--- config.mk ---
export PLATFORM = sky130hd
export DESIGN_NAME = cordic_atan2_centidegree
export DESIGN_NICKNAME = d
export VERILOG_FILES = /design/src/hdl/cac_pkg.sv /design/src/hdl/cac_prep.sv /design/src/hdl/cac_cell.sv /design/src/hdl/cac_wrap.sv /design/src/hdl/cordic_atan2_centidegree.sv
export VERILOG_INCLUDE_DIRS = /design/src /design/src/hdl
export SDC_FILE = /design/constraint.sdc
export NUM_CORES = 2
export LEC_CHECK = 0
export BUFFER_PORTS_ARGS = -buffer_cell sky130_fd_sc_hd__buf_2
export CAP_MARGIN = 5
export CORE_MARGIN = 5
export CORE_UTILIZATION = 45
export CTS_CLUSTER_DIAMETER = 30
export DETAILED_ROUTE_END_ITERATION = 10
export GPL_TIMING_DRIVEN = 0
export HOLD_SLACK_MARGIN = 0.12
export SETUP_SLACK_MARGIN = 0.4
export SLEW_MARGIN = 25
export SYNTH_ARGS = -nofsm -noshare
export SYNTH_HDL_FRONTEND = slang
export SYNTH_SLANG_ARGS = --single-unit
--- constraint.sdc ---
create_clock -name clock -period 21 [get_ports clock]
set_input_delay 2.1 -clock clock [delete_from_list [all_inputs] [get_ports clock]]
set_output_delay 2.1 -clock clock [all_outputs]
set_load 0.02 [all_outputs]
--- src/hdl/cordic_atan2_centidegree_assert.svh ---
// Assertion macros shared by the atan2 pipeline modules.
`ifndef CORDIC_ATAN2_CENTIDEGREE_ASSERT_SVH
`define CORDIC_ATAN2_CENTIDEGREE_ASSERT_SVH

`ifndef ASSERT_OFF
// Check that cons holds in the same cycle as ante.
`define CAC_ASSERT_NOW(lbl, clk, rst, ante, cons, msg) \
   lbl: assert property (@(posedge clk) disable iff (rst) (ante) |-> (cons)) else $error(msg);
// Check that cons holds in the cycle after ante.
`define CAC_ASSERT_NEXT(lbl, clk, rst, ante, cons, msg) \
   lbl: assert property (@(posedge clk) disable iff (rst) (ante) |=> (cons)) else $error(msg);
`else
`define CAC_ASSERT_NOW(lbl, clk, rst, ante, cons, msg)
`define CAC_ASSERT_NEXT(lbl, clk, rst, ante, cons, msg)
`endif

`endif

--- src/hdl/cac_pkg.sv ---
package cac_pkg;

   localparam int STAGES     = 16;
   localparam int TABLE_LEN  = 16;
   localparam int IN_W       = 30;
   localparam int XY_W       = IN_W + 3;
   localparam int ANG_W      = 17;
   localparam int OUT_W      = 16;
   localparam int SHIFT_W    = $clog2(TABLE_LEN);
   localparam int REQ_DATA_W = ((2 * IN_W + 7) / 8) * 8;
   localparam int RSP_DATA_W = ((OUT_W + 7) / 8) * 8;

   localparam logic signed [ANG_W-1:0] HALF_TURN = 17'sd18000;
   localparam logic signed [ANG_W-1:0] FULL_TURN = 17'sd36000;

   localparam logic signed [ANG_W-1:0] ATAN_TABLE [TABLE_LEN] = '{
      17'sd4500, 17'sd2657, 17'sd1404, 17'sd713, 17'sd358, 17'sd179, 17'sd90, 17'sd45,
      17'sd22,   17'sd11,   17'sd6,    17'sd3,   17'sd1,   17'sd1,   17'sd0,  17'sd0
   };

   typedef struct packed {
      logic                    zero;
      logic signed [ANG_W-1:0] ang;
      logic signed [XY_W-1:0]  y;
      logic signed [XY_W-1:0]  x;
   } lane_type;

endpackage

--- src/hdl/cac_prep.sv ---
`include "cordic_atan2_centidegree_assert.svh"

module cac_prep
   import cac_pkg::*;
(
   input  logic                   clock,
   input  logic                   reset,
   input  logic                   in_valid,
   output logic                   in_ready,
   input  logic signed [IN_W-1:0] coord_y,
   input  logic signed [IN_W-1:0] coord_x,
   output logic                   out_valid,
   input  logic                   out_ready,
   output lane_type               out_lane
);

   logic     valid_ff, valid_in;
   lane_type lane_ff, lane_in;

   logic signed [XY_W-1:0] y_ext;
   logic signed [XY_W-1:0] x_ext;

   assign in_ready = !valid_ff || out_ready;

   always_comb begin
      y_ext = XY_W'(coord_y);
      x_ext = XY_W'(coord_x);
      lane_in.zero = (coord_y == '0) && (coord_x == '0);
      if (coord_x[IN_W-1]) begin
         // left half plane: negate and start from a half turn
         lane_in.x   = -x_ext;
         lane_in.y   = -y_ext;
         lane_in.ang = (coord_y[IN_W-1] || coord_y == '0) ? HALF_TURN : -HALF_TURN;
      end else begin
         lane_in.x   = x_ext;
         lane_in.y   = y_ext;
         lane_in.ang = '0;
      end
   end

   always_comb begin
      valid_in = valid_ff;
      if (in_ready) begin
         valid_in = in_valid;
      end
   end

   always_ff @(posedge clock) begin
      if (reset) begin
         valid_ff <= 1'b0;
      end else begin
         valid_ff <= valid_in;
      end
   end

   always_ff @(posedge clock) begin
      if (in_ready && in_valid) begin
         lane_ff <= lane_in;
      end
   end

   assign out_valid = valid_ff;
   assign out_lane  = lane_ff;

   `CAC_ASSERT_NEXT(a_prep_x_nonneg, clock, reset, in_valid && in_ready && coord_x[IN_W-1], !lane_ff.x[XY_W-1], "negative x left the pre-rotation")

endmodule

--- src/hdl/cac_cell.sv ---
`include "cordic_atan2_centidegree_assert.svh"

module cac_cell
   import cac_pkg::*;
(
   input  logic                    clock,
   input  logic                    reset,
   input  logic [SHIFT_W-1:0]      shift,
   input  logic signed [ANG_W-1:0] step_angle,
   input  logic                    in_valid,
   output logic                    in_ready,
   input  lane_type                in_lane,
   output logic                    out_valid,
   input  logic                    out_ready,
   output lane_type                out_lane
);

   logic     valid_ff, valid_in;
   lane_type lane_ff, lane_in;

   logic signed [XY_W-1:0] x_cur;
   logic signed [XY_W-1:0] y_cur;
   logic signed [XY_W-1:0] xs;
   logic signed [XY_W-1:0] ys;
   logic                   y_pos;

   assign in_ready = !valid_ff || out_ready;

   always_comb begin
      x_cur = in_lane.x;
      y_cur = in_lane.y;
      xs    = x_cur >>> shift;
      ys    = y_cur >>> shift;
      y_pos = !y_cur[XY_W-1] && (y_cur != '0);
      lane_in.zero = in_lane.zero;
      // zero y takes the subtracting branch
      if (y_pos) begin
         lane_in.x   = x_cur + ys;
         lane_in.y   = y_cur - xs;
         lane_in.ang = in_lane.ang + step_angle;
      end else begin
         lane_in.x   = x_cur - ys;
         lane_in.y   = y_cur + xs;
         lane_in.ang = in_lane.ang - step_angle;
      end
   end

   always_comb begin
      valid_in = valid_ff;
      if (in_ready) begin
         valid_in = in_valid;
      end
   end

   always_ff @(posedge clock) begin
      if (reset) begin
         valid_ff <= 1'b0;
      end else begin
         valid_ff <= valid_in;
      end
   end

   always_ff @(posedge clock) begin
      if (in_ready && in_valid) begin
         lane_ff <= lane_in;
      end
   end

   assign out_valid = valid_ff;
   assign out_lane  = lane_ff;

   `CAC_ASSERT_NEXT(a_cell_hold, clock, reset, in_valid && in_ready, valid_ff, "transfer into cell was lost")

endmodule

--- src/hdl/cac_wrap.sv ---
`include "cordic_atan2_centidegree_assert.svh"

module cac_wrap
   import cac_pkg::*;
(
   input  logic                    clock,
   input  logic                    reset,
   input  logic                    in_valid,
   output logic                    in_ready,
   input  lane_type                in_lane,
   output logic                    out_valid,
   input  logic                    out_ready,
   output logic signed [OUT_W-1:0] out_angle
);

   logic                    valid_ff, valid_in;
   logic signed [OUT_W-1:0] angle_ff, angle_in;
   logic signed [ANG_W-1:0] wrapped;

   assign in_ready = !valid_ff || out_ready;

   always_comb begin
      if (in_lane.ang > HALF_TURN) begin
         wrapped = in_lane.ang - FULL_TURN;
      end else if (in_lane.ang < -HALF_TURN) begin
         wrapped = in_lane.ang + FULL_TURN;
      end else begin
         wrapped = in_lane.ang;
      end
      // both inputs zero: force the angle to zero
      angle_in = in_lane.zero ? '0 : wrapped[OUT_W-1:0];
   end

   always_comb begin
      valid_in = valid_ff;
      if (in_ready) begin
         valid_in = in_valid;
      end
   end

   always_ff @(posedge clock) begin
      if (reset) begin
         valid_ff <= 1'b0;
      end else begin
         valid_ff <= valid_in;
      end
   end

   always_ff @(posedge clock) begin
      if (in_ready && in_valid) begin
         angle_ff <= angle_in;
      end
   end

   assign out_valid = valid_ff;
   assign out_angle = angle_ff;

   `CAC_ASSERT_NOW(a_wrap_range, clock, reset, valid_ff, (angle_ff <= 16'sd18000) && (angle_ff >= -16'sd18000), "angle outside half turn")
   `CAC_ASSERT_NEXT(a_wrap_zero, clock, reset, in_valid && in_ready && in_lane.zero, angle_ff == '0, "zero vector gave nonzero angle")

endmodule

--- src/hdl/cordic_atan2_centidegree.sv ---
// Data path: cac_prep register, one cac_cell register per iteration, cac_wrap register.
// Throughput: one item per cycle while rsp_tready is high, via the add-shift cell chain.
// Every stage has its own valid and ready, so bubbles close up under rsp_tready stalls.
// Reset (synchronous, active high) clears the stage valid bits; payload is not reset.
module cordic_atan2_centidegree
   import cac_pkg::*;
(
   input  logic                  clock,
   input  logic                  reset,
   input  logic                  req_tvalid,
   output logic                  req_tready,
   input  logic [REQ_DATA_W-1:0] req_tdata,  // coord_y [29:0], coord_x [59:30], zero pad
   output logic                  rsp_tvalid,
   input  logic                  rsp_tready,
   output logic [RSP_DATA_W-1:0] rsp_tdata   // angle_centideg [15:0]
);

   lane_type lane_w  [STAGES+1];
   logic     valid_w [STAGES+1];
   logic     ready_w [STAGES+1];

   logic signed [OUT_W-1:0] angle;

   cac_prep u_prep (
      .clock     (clock),
      .reset     (reset),
      .in_valid  (req_tvalid),
      .in_ready  (req_tready),
      .coord_y   (req_tdata[IN_W-1:0]),
      .coord_x   (req_tdata[2*IN_W-1:IN_W]),
      .out_valid (valid_w[0]),
      .out_ready (ready_w[0]),
      .out_lane  (lane_w[0])
   );

   for (genvar i = 0; i < STAGES; i++) begin : g_cell
      cac_cell u_cell (
         .clock      (clock),
         .reset      (reset),
         .shift      (SHIFT_W'(i)),
         .step_angle (ATAN_TABLE[i]),
         .in_valid   (valid_w[i]),
         .in_ready   (ready_w[i]),
         .in_lane    (lane_w[i]),
         .out_valid  (valid_w[i+1]),
         .out_ready  (ready_w[i+1]),
         .out_lane   (lane_w[i+1])
      );
   end

   cac_wrap u_wrap (
      .clock     (clock),
      .reset     (reset),
      .in_valid  (valid_w[STAGES]),
      .in_ready  (ready_w[STAGES]),
      .in_lane   (lane_w[STAGES]),
      .out_valid (rsp_tvalid),
      .out_ready (rsp_tready),
      .out_angle (angle)
   );

   assign rsp_tdata = RSP_DATA_W'(angle);

endmodule

==> metrics.csv <==
stage;metric;value;unit
power;ir_drop;0.0940;mV
die;dieArea;229000;um^2
setup_path;r2r_end;g_cell[3].u_cell.out_lane[65];
cts;postCtsSetupBuffers;0;
setup_path;r2r_cells;21;
cts;ctsHtreeMaxLevel;5;
cts;ctsResizeCount;0;
cts;clock_latency;0.95;ns
place;hpwl;229;mm
sta;tns;0;ns
place;io_buffer_count;79;
routing;drtPass1Iterations;6;
finish;n_fill_cell;19900;
synthesis;syn_inst;10400;
place;gp_congestion;0.957;
setup_path;setup.worst_path.start_class;flip-flop;
finish;seqCellArea;35400;um^2
routing;wl_per_cell;20.5;um
routing;drtIter0Drc;6280;
routing;ant_nets;0;
die;dieWidth;478;um
sta;slew_viol_final;0;
grt;globalRouteMet1Util;31.6;%
grt;grt-busiest-layer;met2;
power;power.density;81.2;nW/um^2
sta;rsz0062_at_grt;false;
setup_path;worstPathMaxFanout;15;
finish;areaGrowthSynthToFinish;15.4;%
setup_path;rrSetupSlack;11.60;ns
setup_path;worstPathArrival;10.01;ns
synthesis;synth_cell_type_count;98;
sta;setup_ws;11.60;ns
synthesis;synth_flop_cell;edfxtp_1;
min_path;hp-start;g_cell[14].u_cell.out_lane[79];
power;leakagePower;45.4;nW
sta;slew_headroom;26.9;%
setup_path;cp.required;21.61;ns
sta;finalSetupViolations;0;
cts;hold_buffers;0;
finish;drive_above_1_share;6.84;%
synthesis;syn_area;98800;um^2
sta;min_period;9.40;ns
grt;grt_pass1_wl;442;mm
cts;cts_sinks;1185;
grt;grt_overflow;0;
die;die_h;478;um
cts;clockRootBuffer;clkbuf_16;
place;pre_cts_slack;11.64;ns
die;core_area;219000;um^2
min_path;hold_depth;0;
finish;final_core_util;52.0;%
grt;track_usage;24.0;%
flow_run;cap_violations;0;
sta;fmax;0.106;GHz
synthesis;synth_edf_count;1167;
routing;drc;0;
die;ios;86;
cts;cts_buffer_depth;4;
finish;multi_input_area;60800;um^2
min_path;holdPathEnd;g_cell[15].u_cell.out_lane[79];
min_path;holdCritPathClass;reg -> reg;
die;num_rows;172;
setup_path;endpoint_kind;flip-flop;
status;outcome;finished clean;
setup_path;worstSetupPathType;reg -> reg;
routing;vias;81400;
sta;holdWs;0.347;ns
sta;fin_crit_sh;44.8;%
synthesis;synth_warnings;0;
cts;numCtsBuffers;293;
grt;grt_pass1_vias;78800;
grt;grt_max_degree;57;
grt;antenna_found_initial;5;
cts;tritoncts;yes;
cts;clk_pin_slew;0.05;ns
grt;met2_usage;39.9;%
synthesis;async_reset_ff_share;0;%
synthesis;synth-seq-cells;1185;
finish;nNetsFinal;12000;
sta;hold_violations;0;
setup_path;regToRegStartpoint;g_cell[2].u_cell.out_lane[40];
synthesis;ys_seq_area_share;35.9;%
routing;via_per_inst;5.85;
die;initial_core_util;45.1;%
grt;use_met3;3.49;%
synthesis;syn_area_per_cell;9.52;um^2
routing;finalWirelength;285;mm
sta;skew;0.107;ns
sta;worst_pin_slew;1.10;ns
-- registers in the layout, summed over array words and instances (netlist names) --
| signal | flops |
|---|---|
| g_cell.u_cell.out_lane | 1082 |
| g_cell.u_cell.out_valid | 16 |
| u_prep.out_lane | 70 |
| u_prep.out_valid | 1 |
| u_wrap.out_angle | 15 |
| u_wrap.out_valid | 1 |
-- power breakdown --
group | switching (mW) | leakage, nW | total (mW) | internal (mW)
clock network | 1.40 | 4.64 | 4.40 | 3.00
logic | 1.15 | 30.0 | 1.95 | 0.796
registers | 0.114 | 10.7 | 2.91 | 2.80
total | 2.66 | 45.4 | 9.26 | 6.59
-- Yosys cell counts (all sizes together), types with 48 or more instances --
library cell,count,share of area (%)
nand2,607,2.3
a21o,375,2.9
or3,103,0.65
or4,89,0.69
and2,58,0.37
nand4,75,0.48
o21ai,595,3.0
o31ai,195,1.5
o41ai,85,0.75
inv,576,2.2
edfxtp,1167,35
ha,1061,13
nor3,295,1.5
o21a,139,1.1
and3,116,0.74
xnor2,966,8.6
a211oi,102,0.78
a21boi,48,0.36
nor2b,142,0.90
nand3,210,1.1
a31oi,76,0.48
clkbuf,159,0.60
a21oi,893,4.5
nor4,121,0.79
o211ai,55,0.42
or2,50,0.32
o21bai,111,0.84
nand2b,133,0.84
xor2,484,4.3
nor2,758,2.9
-- metrics by stage --
step	cell area [um^2]	cells	power [mW]
floorplan	98900	10400	4.34
global placement	103000	13400	4.86
detailed placement	104000	13400	4.88
CTS	114000	13900	9.34
global route	114000	13900	9.69
finish	114000	13900	9.26
-- cells by family after synthesis --
kind of cell             after synthesis  synth area share (%)
AO/OA/AOI/OAI                       2988                  19.4
AND/OR/NAND/NOR                     2850                  14.3
XOR/XNOR                            1450                  12.9
flip-flops                          1185                  35.9
adder cells (fa/ha/maj)             1096                  14.2
buffers and inverters                757                  2.92
multiplexers                          48                 0.493
other                                  1               0.00380
-- worst max-delay path: stages, from the launching register on --
cell and delay [ns]:
edfxtp_1 0.46, or4_1 0.59, nor4_2 0.59, nand4_1 0.33
or3_1 0.62, or4_1 0.71, nand2_1 0.46, clkinv_1 0.58
clkbuf_2 0.57, nor2_1 0.28, xnor2_1 0.15, ha_1 0.28
nor2b_1 0.14, o21ai_0 0.20, a21boi_0 0.24, o311ai_0 0.78
a211oi_1 0.29, o41ai_1 0.80, a211oi_1 0.39, a211o_1 0.35
a21oi_1 0.17, xnor2_1 0.11
-- worst max path at each step --
stage,from,endpoint,slack [ns],cells past startpoint
6_report,g_cell[2].u_cell.out_lane[40],g_cell[3].u_cell.out_lane[65],11.60,21
5_1_grt,g_cell[2].u_cell.out_lane[44],g_cell[3].u_cell.out_lane[65],10.98,21
4_1_cts,g_cell[2].u_cell.out_lane[44],g_cell[3].u_cell.out_lane[65],11.62,21
3_5_place_dp,g_cell[2].u_cell.out_lane[44],g_cell[3].u_cell.out_lane[65],11.64,21
3_3_place_gp,rsp_tready,g_cell[10].u_cell.out_lane[64],7.73,6
2_1_floorplan,rsp_tready,g_cell[8].u_cell.out_lane[0],11.47,7
-- cell type report --
type / instances / share of cell area, %
sequential: 1185 / 31.1
multi-input combinational: 8461 / 53.3
clock buffer: 319 / 6.58
buffer: 178 / 0.638
clock inverter: 190 / 1.89
timing repair buffer: 131 / 1.45
antenna: 2 / 0.00439
inverter: 579 / 1.91
tap: 2871 / 3.15
-- cell usage in the layout (no fill, tap or decap), types with 50 or more instances in the layout --
cell type / instances
edfxtp_1: 1167
ha_1: 1061
xnor2_1: 966
a21oi_1: 892
nor2_1: 758
nand2_1: 607
o21ai_0: 593
inv_1: 573
xor2_1: 484
a21o_1: 375
clkbuf_16: 296
nor3_1: 294
nand3_1: 208
o31ai_1: 195
clkbuf_1: 167
o21a_1: 139
nor2b_1: 134
nand2b_1: 133
and3_1: 114
nor4_1: 114
o21bai_1: 110
or3_1: 103
a211oi_1: 102
or4_1: 85
o41ai_1: 85
buf_2: 82
nand4_1: 75
a31oi_1: 74
o211ai_1: 55
and2_1: 54
or2_2: 50
-- metal layers --
layer | vias to the layer above | wire length (um)
met5 | - | 0
met4 | 0 | 11600
met3 | 496 | 15200
met2 | 2267 | 132000
met1 | 39000 | 126000
li1 | 39600 | -
Power figures use the tool's default switching activity.
